===== src/sv/evbd_pkg.sv =====
// Shared types and constants of the energy variance beat detector.
package evbd_pkg;

   typedef struct packed {
      logic [31:0] frame_energy;
      logic [14:0] frame_level;
      logic [9:0]  frame_interval_ms;
   } req_type;

   typedef struct packed {
      logic        beat;
      logic        silent;
      logic [31:0] history_mean;
      logic [63:0] history_variance;
      logic [15:0] beats_seen;
   } rsp_type;

   typedef logic [0:0] csr_index_type;

   localparam csr_index_type CSR_THRESHOLD_GAIN = 1'b0;
   localparam csr_index_type CSR_HOLDOFF_MS     = 1'b1;

   localparam logic [15:0] GAIN_RESET    = 16'd250;
   localparam logic [15:0] HOLDOFF_RESET = 16'd300;
   localparam logic [14:0] QUIET_LIMIT   = 15'd128;

   typedef enum logic [3:0] {
      ST_IDLE,
      ST_MEAN,
      ST_MEAN_DIV,
      ST_PUSH,
      ST_VAR,
      ST_VAR_DIV,
      ST_MUL_LO,
      ST_MUL_HI,
      ST_CMP,
      ST_DONE
   } state_type;

endpackage


===== src/sv/evbd_ram.sv =====
// Generic single-write, single-read RAM with registered read data.
module evbd_ram #(
   parameter int WIDTH = 32,
   parameter int DEPTH = 20
) (
   input  logic                     clock,
   input  logic                     wr_en,
   input  logic [$clog2(DEPTH)-1:0] wr_addr,
   input  logic [WIDTH-1:0]         wr_data,
   input  logic                     rd_en,
   input  logic [$clog2(DEPTH)-1:0] rd_addr,
   output logic [WIDTH-1:0]         rd_data
);

   logic [WIDTH-1:0] mem_ff [DEPTH];
   logic [WIDTH-1:0] rd_data_ff;

   always_ff @(posedge clock) begin
      if (wr_en) begin
         mem_ff[wr_addr] <= wr_data;
      end
      if (rd_en) begin
         rd_data_ff <= mem_ff[rd_addr];
      end
   end

   assign rd_data = rd_data_ff;

endmodule


===== src/sv/evbd_div.sv =====
// Restoring divider, one quotient bit per cycle.
module evbd_div #(
   parameter int DIVIDEND_W = 69,
   parameter int DIVISOR_W  = 5
) (
   input  logic                  clock,
   input  logic                  reset,
   input  logic                  start,
   input  logic [DIVIDEND_W-1:0] dividend,
   input  logic [DIVISOR_W-1:0]  divisor,
   output logic                  busy,
   output logic                  done,
   output logic [DIVIDEND_W-1:0] quotient
);

   localparam int CNT_W = $clog2(DIVIDEND_W + 1);

   logic [CNT_W-1:0]      cnt_ff, cnt_in;
   logic                  done_ff, done_in;
   logic [DIVIDEND_W-1:0] quot_ff, quot_in;
   logic [DIVISOR_W-1:0]  rem_ff, rem_in;
   logic [DIVISOR_W-1:0]  den_ff, den_in;

   logic [DIVISOR_W:0] trial;
   logic [DIVISOR_W:0] trial_sub;
   logic               fits;

   always_comb begin
      trial     = {rem_ff, quot_ff[DIVIDEND_W-1]};
      trial_sub = trial - {1'b0, den_ff};
      fits      = (trial >= {1'b0, den_ff});

      cnt_in  = cnt_ff;
      done_in = 1'b0;
      quot_in = quot_ff;
      rem_in  = rem_ff;
      den_in  = den_ff;

      if (start) begin
         cnt_in  = CNT_W'(DIVIDEND_W);
         quot_in = dividend;
         rem_in  = '0;
         den_in  = divisor;
      end else if (cnt_ff != '0) begin
         cnt_in  = cnt_ff - CNT_W'(1);
         done_in = (cnt_ff == CNT_W'(1));
         quot_in = {quot_ff[DIVIDEND_W-2:0], fits};
         rem_in  = fits ? trial_sub[DIVISOR_W-1:0] : trial[DIVISOR_W-1:0];
      end
   end

   always_ff @(posedge clock) begin
      if (reset) begin
         cnt_ff  <= '0;
         done_ff <= 1'b0;
      end else begin
         cnt_ff  <= cnt_in;
         done_ff <= done_in;
      end
   end

   always_ff @(posedge clock) begin
      quot_ff <= quot_in;
      rem_ff  <= rem_in;
      den_ff  <= den_in;
   end

   assign busy     = (cnt_ff != '0);
   assign done     = done_ff;
   assign quotient = quot_ff;

endmodule


===== src/sv/energy_variance_beat_detector.sv =====
// Top level of the energy variance beat detector: sequencer, ring and arithmetic.
//
//   channel  direction  handshake            payload
//   req      in         req_valid/req_ready  evbd_pkg::req_type (one frame)
//   rsp      out        rsp_valid/rsp_ready  evbd_pkg::rsp_type (one result)
//   csr      in         csr_wr_en            csr_index, csr_wdata (16 bits)
//
// Per frame: a ring pass for the mean, the mean divide, the push, a ring pass for the
//   variance, the variance divide, the gain multiply and the compare; an empty ring skips
//   the mean divide. Both passes share the one RAM read port and the bit-serial divider
//   (ACC_W = 64 + clog2(HISTORY_DEPTH+1)); req_ready rises only back in idle.
// Reset: synchronous; ring contents are never cleared, only fill and head.
// Stalls: the next beat is taken while a result waits; only the final step needs rsp_ready.
module energy_variance_beat_detector #(
   parameter int HISTORY_DEPTH = 20,
   parameter int QUIET_FRAMES  = 60
) (
   input  logic                    clock,
   input  logic                    reset,
   input  logic                    req_valid,
   output logic                    req_ready,
   input  evbd_pkg::req_type       req_data,
   output logic                    rsp_valid,
   input  logic                    rsp_ready,
   output evbd_pkg::rsp_type       rsp_data,
   input  logic                    csr_wr_en,
   input  evbd_pkg::csr_index_type csr_index,
   input  logic [15:0]             csr_wdata
);

   localparam int ADDR_W = $clog2(HISTORY_DEPTH);
   localparam int CNT_W  = $clog2(HISTORY_DEPTH + 1);
   // sum of up to HISTORY_DEPTH squared 32-bit differences
   localparam int ACC_W  = 64 + CNT_W;

   // control state
   evbd_pkg::state_type state_ff, state_in;
   logic [7:0]        quiet_ff, quiet_in;
   logic [15:0]       since_ff, since_in;
   logic [15:0]       beats_ff, beats_in;
   logic [CNT_W-1:0]  fill_ff, fill_in;
   logic [ADDR_W-1:0] head_ff, head_in;
   logic [15:0]       gain_ff, gain_in;
   logic [15:0]       holdoff_ff, holdoff_in;
   logic [CNT_W-1:0]  idx_ff, idx_in;
   logic              rv_ff, rv_in;     // RAM read data valid
   logic              dv_ff, dv_in;     // difference valid
   logic              pv_ff, pv_in;     // square valid
   logic              rsp_valid_ff, rsp_valid_in;

   // datapath
   evbd_pkg::req_type item_ff, item_in;
   evbd_pkg::rsp_type rsp_ff, rsp_in;
   logic [ACC_W-1:0]  acc_ff, acc_in;
   logic [31:0]       diff_ff, diff_in;
   logic [63:0]       prod_ff, prod_in;
   logic [31:0]       mean_ff, mean_in;
   logic [63:0]       var_ff, var_in;
   logic [47:0]       plo_ff, plo_in;
   logic              over_ff, over_in;

   // shared multiplier operands
   logic [31:0] mul_a, mul_b;

   // RAM and divider hookup
   logic              ram_wr_en;
   logic              ram_rd_en;
   logic [31:0]       ram_rd_data;
   logic              div_start;
   logic              div_busy;
   logic              div_done;
   logic [ACC_W-1:0]  div_q;

   logic              pass_done;
   logic              silent;
   logic [16:0]       timer_sum;
   logic [15:0]       timer_sat;
   logic              beat;
   logic [79:0]       gain_var;
   logic [79:0]       scaled;

   evbd_ram #(
      .WIDTH (32),
      .DEPTH (HISTORY_DEPTH)
   ) u_ring (
      .clock   (clock),
      .wr_en   (ram_wr_en),
      .wr_addr (head_ff),
      .wr_data (item_ff.frame_energy),
      .rd_en   (ram_rd_en),
      .rd_addr (idx_ff[ADDR_W-1:0]),
      .rd_data (ram_rd_data)
   );

   evbd_div #(
      .DIVIDEND_W (ACC_W),
      .DIVISOR_W  (CNT_W)
   ) u_div (
      .clock    (clock),
      .reset    (reset),
      .start    (div_start),
      .dividend (acc_ff),
      .divisor  (fill_ff),
      .busy     (div_busy),
      .done     (div_done),
      .quotient (div_q)
   );

   // all reads of a pass issued and drained through the pipeline
   assign pass_done = (idx_ff == fill_ff) && !rv_ff && !dv_ff && !pv_ff;
   assign silent    = (quiet_ff >= 8'(QUIET_FRAMES));
   assign timer_sum = {1'b0, since_ff} + 17'(item_ff.frame_interval_ms);
   assign timer_sat = timer_sum[16] ? 16'hFFFF : timer_sum[15:0];
   assign beat      = over_ff && !silent && (timer_sat >= holdoff_ff);
   // gain * variance assembled from the two 16x32 partial products
   assign gain_var  = {prod_ff[47:0], 32'b0} + {32'b0, plo_ff};
   assign scaled    = {32'b0, item_ff.frame_energy, 16'b0};

   always_comb begin
      state_in     = state_ff;
      quiet_in     = quiet_ff;
      since_in     = since_ff;
      beats_in     = beats_ff;
      fill_in      = fill_ff;
      head_in      = head_ff;
      gain_in      = gain_ff;
      holdoff_in   = holdoff_ff;
      idx_in       = idx_ff;
      rv_in        = 1'b0;
      dv_in        = 1'b0;
      pv_in        = 1'b0;
      rsp_valid_in = rsp_valid_ff && !rsp_ready;
      item_in      = item_ff;
      rsp_in       = rsp_ff;
      acc_in       = acc_ff;
      diff_in      = diff_ff;
      mean_in      = mean_ff;
      var_in       = var_ff;
      plo_in       = plo_ff;
      over_in      = over_ff;
      mul_a        = diff_ff;
      mul_b        = diff_ff;
      req_ready    = 1'b0;
      ram_wr_en    = 1'b0;
      ram_rd_en    = 1'b0;
      div_start    = 1'b0;

      if (csr_wr_en) begin
         case (csr_index)
            evbd_pkg::CSR_THRESHOLD_GAIN: gain_in    = csr_wdata;
            evbd_pkg::CSR_HOLDOFF_MS:     holdoff_in = csr_wdata;
            default: ;
         endcase
      end

      case (state_ff)
         evbd_pkg::ST_IDLE: begin
            req_ready = 1'b1;
            if (req_valid) begin
               item_in = req_data;
               // level under half a dB rounds to zero
               if (req_data.frame_level < evbd_pkg::QUIET_LIMIT) begin
                  if (quiet_ff != 8'hFF) begin
                     quiet_in = quiet_ff + 8'd1;
                  end
               end else begin
                  quiet_in = '0;
               end
               idx_in   = '0;
               acc_in   = '0;
               mean_in  = '0;
               state_in = evbd_pkg::ST_MEAN;
            end
         end
         evbd_pkg::ST_MEAN: begin
            if (idx_ff < fill_ff) begin
               ram_rd_en = 1'b1;
               idx_in    = idx_ff + CNT_W'(1);
               rv_in     = 1'b1;
            end
            if (rv_ff) begin
               acc_in = acc_ff + ACC_W'(ram_rd_data);
            end
            if (pass_done) begin
               if (fill_ff == '0) begin
                  state_in = evbd_pkg::ST_PUSH;
               end else begin
                  div_start = 1'b1;
                  state_in  = evbd_pkg::ST_MEAN_DIV;
               end
            end
         end
         evbd_pkg::ST_MEAN_DIV: begin
            if (div_done) begin
               mean_in  = div_q[31:0];
               state_in = evbd_pkg::ST_PUSH;
            end
         end
         evbd_pkg::ST_PUSH: begin
            ram_wr_en = 1'b1;
            head_in   = (head_ff == ADDR_W'(HISTORY_DEPTH - 1)) ? '0
                                                                : head_ff + ADDR_W'(1);
            if (fill_ff != CNT_W'(HISTORY_DEPTH)) begin
               fill_in = fill_ff + CNT_W'(1);
            end
            idx_in   = '0;
            acc_in   = '0;
            state_in = evbd_pkg::ST_VAR;
         end
         evbd_pkg::ST_VAR: begin
            // read -> |e - mean| -> square -> accumulate
            if (idx_ff < fill_ff) begin
               ram_rd_en = 1'b1;
               idx_in    = idx_ff + CNT_W'(1);
               rv_in     = 1'b1;
            end
            if (rv_ff) begin
               diff_in = (ram_rd_data >= mean_ff) ? ram_rd_data - mean_ff
                                                  : mean_ff - ram_rd_data;
               dv_in   = 1'b1;
            end
            pv_in = dv_ff;
            if (pv_ff) begin
               acc_in = acc_ff + ACC_W'(prod_ff);
            end
            if (pass_done) begin
               div_start = 1'b1;
               state_in  = evbd_pkg::ST_VAR_DIV;
            end
         end
         evbd_pkg::ST_VAR_DIV: begin
            if (div_done) begin
               var_in   = div_q[63:0];
               state_in = evbd_pkg::ST_MUL_LO;
            end
         end
         evbd_pkg::ST_MUL_LO: begin
            mul_a    = {16'b0, gain_ff};
            mul_b    = var_ff[31:0];
            state_in = evbd_pkg::ST_MUL_HI;
         end
         evbd_pkg::ST_MUL_HI: begin
            mul_a    = {16'b0, gain_ff};
            mul_b    = var_ff[63:32];
            plo_in   = prod_ff[47:0];
            state_in = evbd_pkg::ST_CMP;
         end
         evbd_pkg::ST_CMP: begin
            // energy * 2^16 > gain * variance, exact
            over_in  = (scaled > gain_var);
            state_in = evbd_pkg::ST_DONE;
         end
         evbd_pkg::ST_DONE: begin
            if (!rsp_valid_ff || rsp_ready) begin
               rsp_in.beat             = beat;
               rsp_in.silent           = silent;
               rsp_in.history_mean     = mean_ff;
               rsp_in.history_variance = var_ff;
               rsp_in.beats_seen       = beat ? beats_ff + 16'd1 : beats_ff;
               beats_in                = beat ? beats_ff + 16'd1 : beats_ff;
               since_in                = beat ? '0 : timer_sat;
               rsp_valid_in            = 1'b1;
               state_in                = evbd_pkg::ST_IDLE;
            end
         end
         default: begin
            state_in = evbd_pkg::ST_IDLE;
         end
      endcase

      prod_in = mul_a * mul_b;
   end

   always_ff @(posedge clock) begin
      if (reset) begin
         state_ff     <= evbd_pkg::ST_IDLE;
         quiet_ff     <= '0;
         since_ff     <= '0;
         beats_ff     <= '0;
         fill_ff      <= '0;
         head_ff      <= '0;
         gain_ff      <= evbd_pkg::GAIN_RESET;
         holdoff_ff   <= evbd_pkg::HOLDOFF_RESET;
         idx_ff       <= '0;
         rv_ff        <= 1'b0;
         dv_ff        <= 1'b0;
         pv_ff        <= 1'b0;
         rsp_valid_ff <= 1'b0;
      end else begin
         state_ff     <= state_in;
         quiet_ff     <= quiet_in;
         since_ff     <= since_in;
         beats_ff     <= beats_in;
         fill_ff      <= fill_in;
         head_ff      <= head_in;
         gain_ff      <= gain_in;
         holdoff_ff   <= holdoff_in;
         idx_ff       <= idx_in;
         rv_ff        <= rv_in;
         dv_ff        <= dv_in;
         pv_ff        <= pv_in;
         rsp_valid_ff <= rsp_valid_in;
      end
   end

   always_ff @(posedge clock) begin
      item_ff <= item_in;
      rsp_ff  <= rsp_in;
      acc_ff  <= acc_in;
      diff_ff <= diff_in;
      prod_ff <= prod_in;
      mean_ff <= mean_in;
      var_ff  <= var_in;
      plo_ff  <= plo_in;
      over_ff <= over_in;
   end

   assign rsp_valid = rsp_valid_ff;
   assign rsp_data  = rsp_ff;

   // fill never passes the ring depth
   a_fill_bound: assert property (@(posedge clock) disable iff (reset)
      fill_ff <= CNT_W'(HISTORY_DEPTH))
      else $error("ring fill beyond depth");

   // fill grows by at most one per frame
   a_fill_step: assert property (@(posedge clock) disable iff (reset)
      1'b1 |=> (fill_ff == $past(fill_ff)) || (fill_ff == $past(fill_ff) + CNT_W'(1)))
      else $error("ring fill jumped");

   // divider is never restarted mid-run
   a_div_idle: assert property (@(posedge clock) disable iff (reset)
      div_start |-> !div_busy)
      else $error("divider started while busy");

   // a new result only comes out of the final step
   a_rsp_src: assert property (@(posedge clock) disable iff (reset)
      $rose(rsp_valid_ff) |-> $past(state_ff == evbd_pkg::ST_DONE))
      else $error("result raised outside final step");

endmodule


===== config.mk =====
export PLATFORM = sky130hd
export DESIGN_NAME = energy_variance_beat_detector
export DESIGN_NICKNAME = d
export VERILOG_FILES = /design/src/sv/evbd_pkg.sv /design/src/sv/evbd_ram.sv /design/src/sv/evbd_div.sv /design/src/sv/energy_variance_beat_detector.sv
export SDC_FILE = /design/constraint.sdc
export NUM_CORES = 2
export LEC_CHECK = 0
export BUFFER_PORTS_ARGS = -buffer_cell sky130_fd_sc_hd__buf_2
export CAP_MARGIN = 10
export CORE_MARGIN = 8
export CORE_UTILIZATION = 40
export CTS_BUF_LIST = sky130_fd_sc_hd__clkbuf_8
export CTS_CLUSTER_DIAMETER = 80
export CTS_CLUSTER_SIZE = 14
export DETAILED_ROUTE_END_ITERATION = 10
export PLACE_DENSITY_LB_ADDON = 0.2
export SLEW_MARGIN = 15
export SYNTH_ARGS = -nofsm -noshare
export SYNTH_HDL_FRONTEND = slang
export SYNTH_SLANG_ARGS = --single-unit

===== constraint.sdc =====
create_clock -name clock -period 9.2 [get_ports clock]
set_input_delay 1.84 -clock clock [delete_from_list [all_inputs] [get_ports clock]]
set_output_delay 1.84 -clock clock [all_outputs]
set_load 0.01 [all_outputs]

==> flow_metrics.tcl <==
set metrics [dict create \
    timing.critical_path.mode_cell "fa_1" \
    cts.sinks 1320 \
    tightest_slew_ns 1.17 \
    vias_per_cell 5.39 \
    dp_hpwl_mm 231 \
    multi_input_area_sq_um 48300 \
    ant_nets 0 \
    cts_tree "yes" \
    cts_root_buffer "clkbuf_8" \
    nets 9941 \
    synth_most_common_cell "edfxtp_1" \
    drt_iter0_markers 5321 \
    finClkSkew_ns 0.105 \
    synth_area_sq_um 91800 \
    portBuffers 187 \
    critPathLaunchType "register" \
    fp.dieH_um 495 \
    grt_max_degree 128 \
    cpMaxStageDelayCell "fa_2" \
    synth_top_cells_by_count "edfxtp_1, inv_1, nand2_1" \
    ctsHoldBuffers 0 \
    cts_made_buffers 107 \
    antenna_found_initial 7 \
    cts.path.max_buffers 3 \
    synthCells 8075 \
    utilization 0.442 \
    drv_slew 0 \
    synth.distinct_cells 96 \
    grt_pass1_wl_mm 430 \
    gp_congestion 0.970 \
    crit_type "reg2reg" \
    netlist.area_leader.share 0.376 \
    crit_path_max_incr_delay_ns 0.66 \
    track_usage 0.237 \
    avgSynthCellArea_sq_um 11.4 \
    wl_per_cell_um 25.4 \
    drt_first_pass_iters 6 \
    min_period_ns 8.96 \
    max_freq_ghz 0.112 \
    io_pins 195 \
    setup_viol 0 \
    slew_headroom 0.219 \
    status "finished clean" \
    crit_path_max_fanout 14 \
    area_growth_pct 10.4 \
    synth_ff_type "edfxtp_1" \
    clk_pin_slew_ns 0.09 \
    rsz0062_at_grt "false" \
    rows 176 \
    hold_class "reg2reg" \
    drcViolationCount 0 \
    die_area_sq_um 245000 \
    seq_area_frac_synth 0.413 \
    crit_path_end_kind "register" \
    synth_edf_count 1148 \
    wl_mm 294 \
    ctsHtreeMaxLevel 3 \
    die_x_um 495 \
    worstSkewPairLatency_ns 0.92 \
    maxCapViolCount 0 \
    grt_pass1_vias 64200 \
    hold_ws_ns 0.396 \
    yosysTopAreaCell "edfxtp_1" \
    synth_fp_nets 9543 \
    synth_warnings 0 \
    start_util 0.401 \
    fin_crit_sh 0.974 \
    finalHoldViolCount 0 \
    drive_gt1_frac 0.136 \
    async_flop_share 0 \
    ys_top_cells_by_area "edfxtp_1, fa_1, ha_1" \
    fp.coreArea_sq_um 229000 \
    overflow 0 \
    seqCellArea_sq_um 37900 \
    cp_data_arrival_time_ns 9.79 \
    ys_seq_elements 1320 \
    worstPathRequired_ns 10.03 \
    fillCellCount 21500 \
    vias 62300 \
]
[through the flow]
step	cell area (sq um)	cells	worst slack (ns)	setup TNS [ns]
floorplan	91800	8075	0.377	0
global placement	99200	11400	-0.171	-0.579
detailed placement	99200	11400	-0.163	-0.592
CTS	101000	11600	0.0518	0
global route	101000	11600	0.00476	0
finish	101000	11600	0.242	0
[registers in the layout, summed over array words and instances (netlist names), 42 cells and up]
signal          cells
prod_ff            64
rsp_data          114
u_div.quotient     69
u_ring.mem_ff     640
plo_ff             48
acc_ff             69
item_ff            42
var_ff             64
[layout make-up]
type,count,area share
multi-input cells,5223,0.477
flip-flops and latches,1320,0.375
repair buffers,676,0.0498
inverters,1145,0.0425
well taps,3026,0.0374
clock buffers,110,0.0149
clock inverters,55,0.00330
diodes,4,0.0000988
[path summary, 6_finish.rpt]
check	startpoint	end	slack (ns)	depth (start not counted)
worst max-delay path	state_ff[0]$_SDFFE_PP0P_	prod_ff[63]$_DFF_P_	0.24	32
worst min-delay path	var_ff[28]$_DFFE_PP_	rsp_data[44]$_DFFE_PP_	0.40	0
worst max register to register	state_ff[0]$_SDFFE_PP0P_	prod_ff[63]$_DFF_P_	0.24	32
worst min register to register	var_ff[28]$_DFFE_PP_	rsp_data[44]$_DFFE_PP_	0.40	0
[repair_timing]
item / CTS / global route
setup endpoints to repair: 5 / 24
resized for setup: 2 / 32
setup buffers: 1 / 3
cloned: 0 / 2
pin swaps: 1 / 9
[critical path: cells and delay by family (launching register included)]
kind	cells	cell delay (ns)
AO/OA/AOI/OAI	7	1.47
multiplexers	1	0.22
buffers and inverters	10	1.28
AND/OR/NAND/NOR	5	0.68
adder cells (fa/ha/maj)	9	4.70
flip-flops	1	0.50
[routing by layer]
| metal | vias up | routed length (um) | track usage |
|---|---|---|---|
| li1 | 27800 | - | - |
| met1 | 32100 | 122000 | 0.314 |
| met2 | 1951 | 142000 | 0.401 |
| met3 | 444 | 15900 | 0.0245 |
| met4 | 0 | 14000 | 0.0971 |
| met5 | - | 0 | 0 |
[logic make-up (layout without fill, tap and decap cells)]
family / Yosys count / after routing / share of synthesized area
and+or+nand+nor: 2332 / 2332 / 0.112
buffers and inverters: 1532 / 1986 / 0.0632
adders and majority gates: 1389 / 1389 / 0.263
DFF: 1320 / 1320 / 0.413
AOI/OAI and AO/OA: 991 / 991 / 0.0685
muxes: 288 / 288 / 0.0582
xor gates and xnor gates: 223 / 223 / 0.0213
other: 0 / 4 / 0
[cells in the final DEF, fill, tap and decap left out, drive strengths merged, types with 45 or more instances in the layout]
cell    synthesis  routed
a21o          135     135
a21oi         320     320
and2           94      94
and3          149     149
buf            58     674
clkbuf        329     112
dfxtp         172     172
edfxtp       1148    1148
fa            902     902
ha            487     487
inv          1139    1187
mux2           45      45
mux2i          51      51
mux4          192     192
nand2         966     966
nand3          91      91
nand4          84      84
nor2          720     720
nor3           47      47
o21a           45      45
o21ai         237     237
xnor2         124     124
xor2           99      99
Power is left out: the tool's default activity adds up to more than one toggle a clock period on the data nets, which glitch-free logic cannot reach.
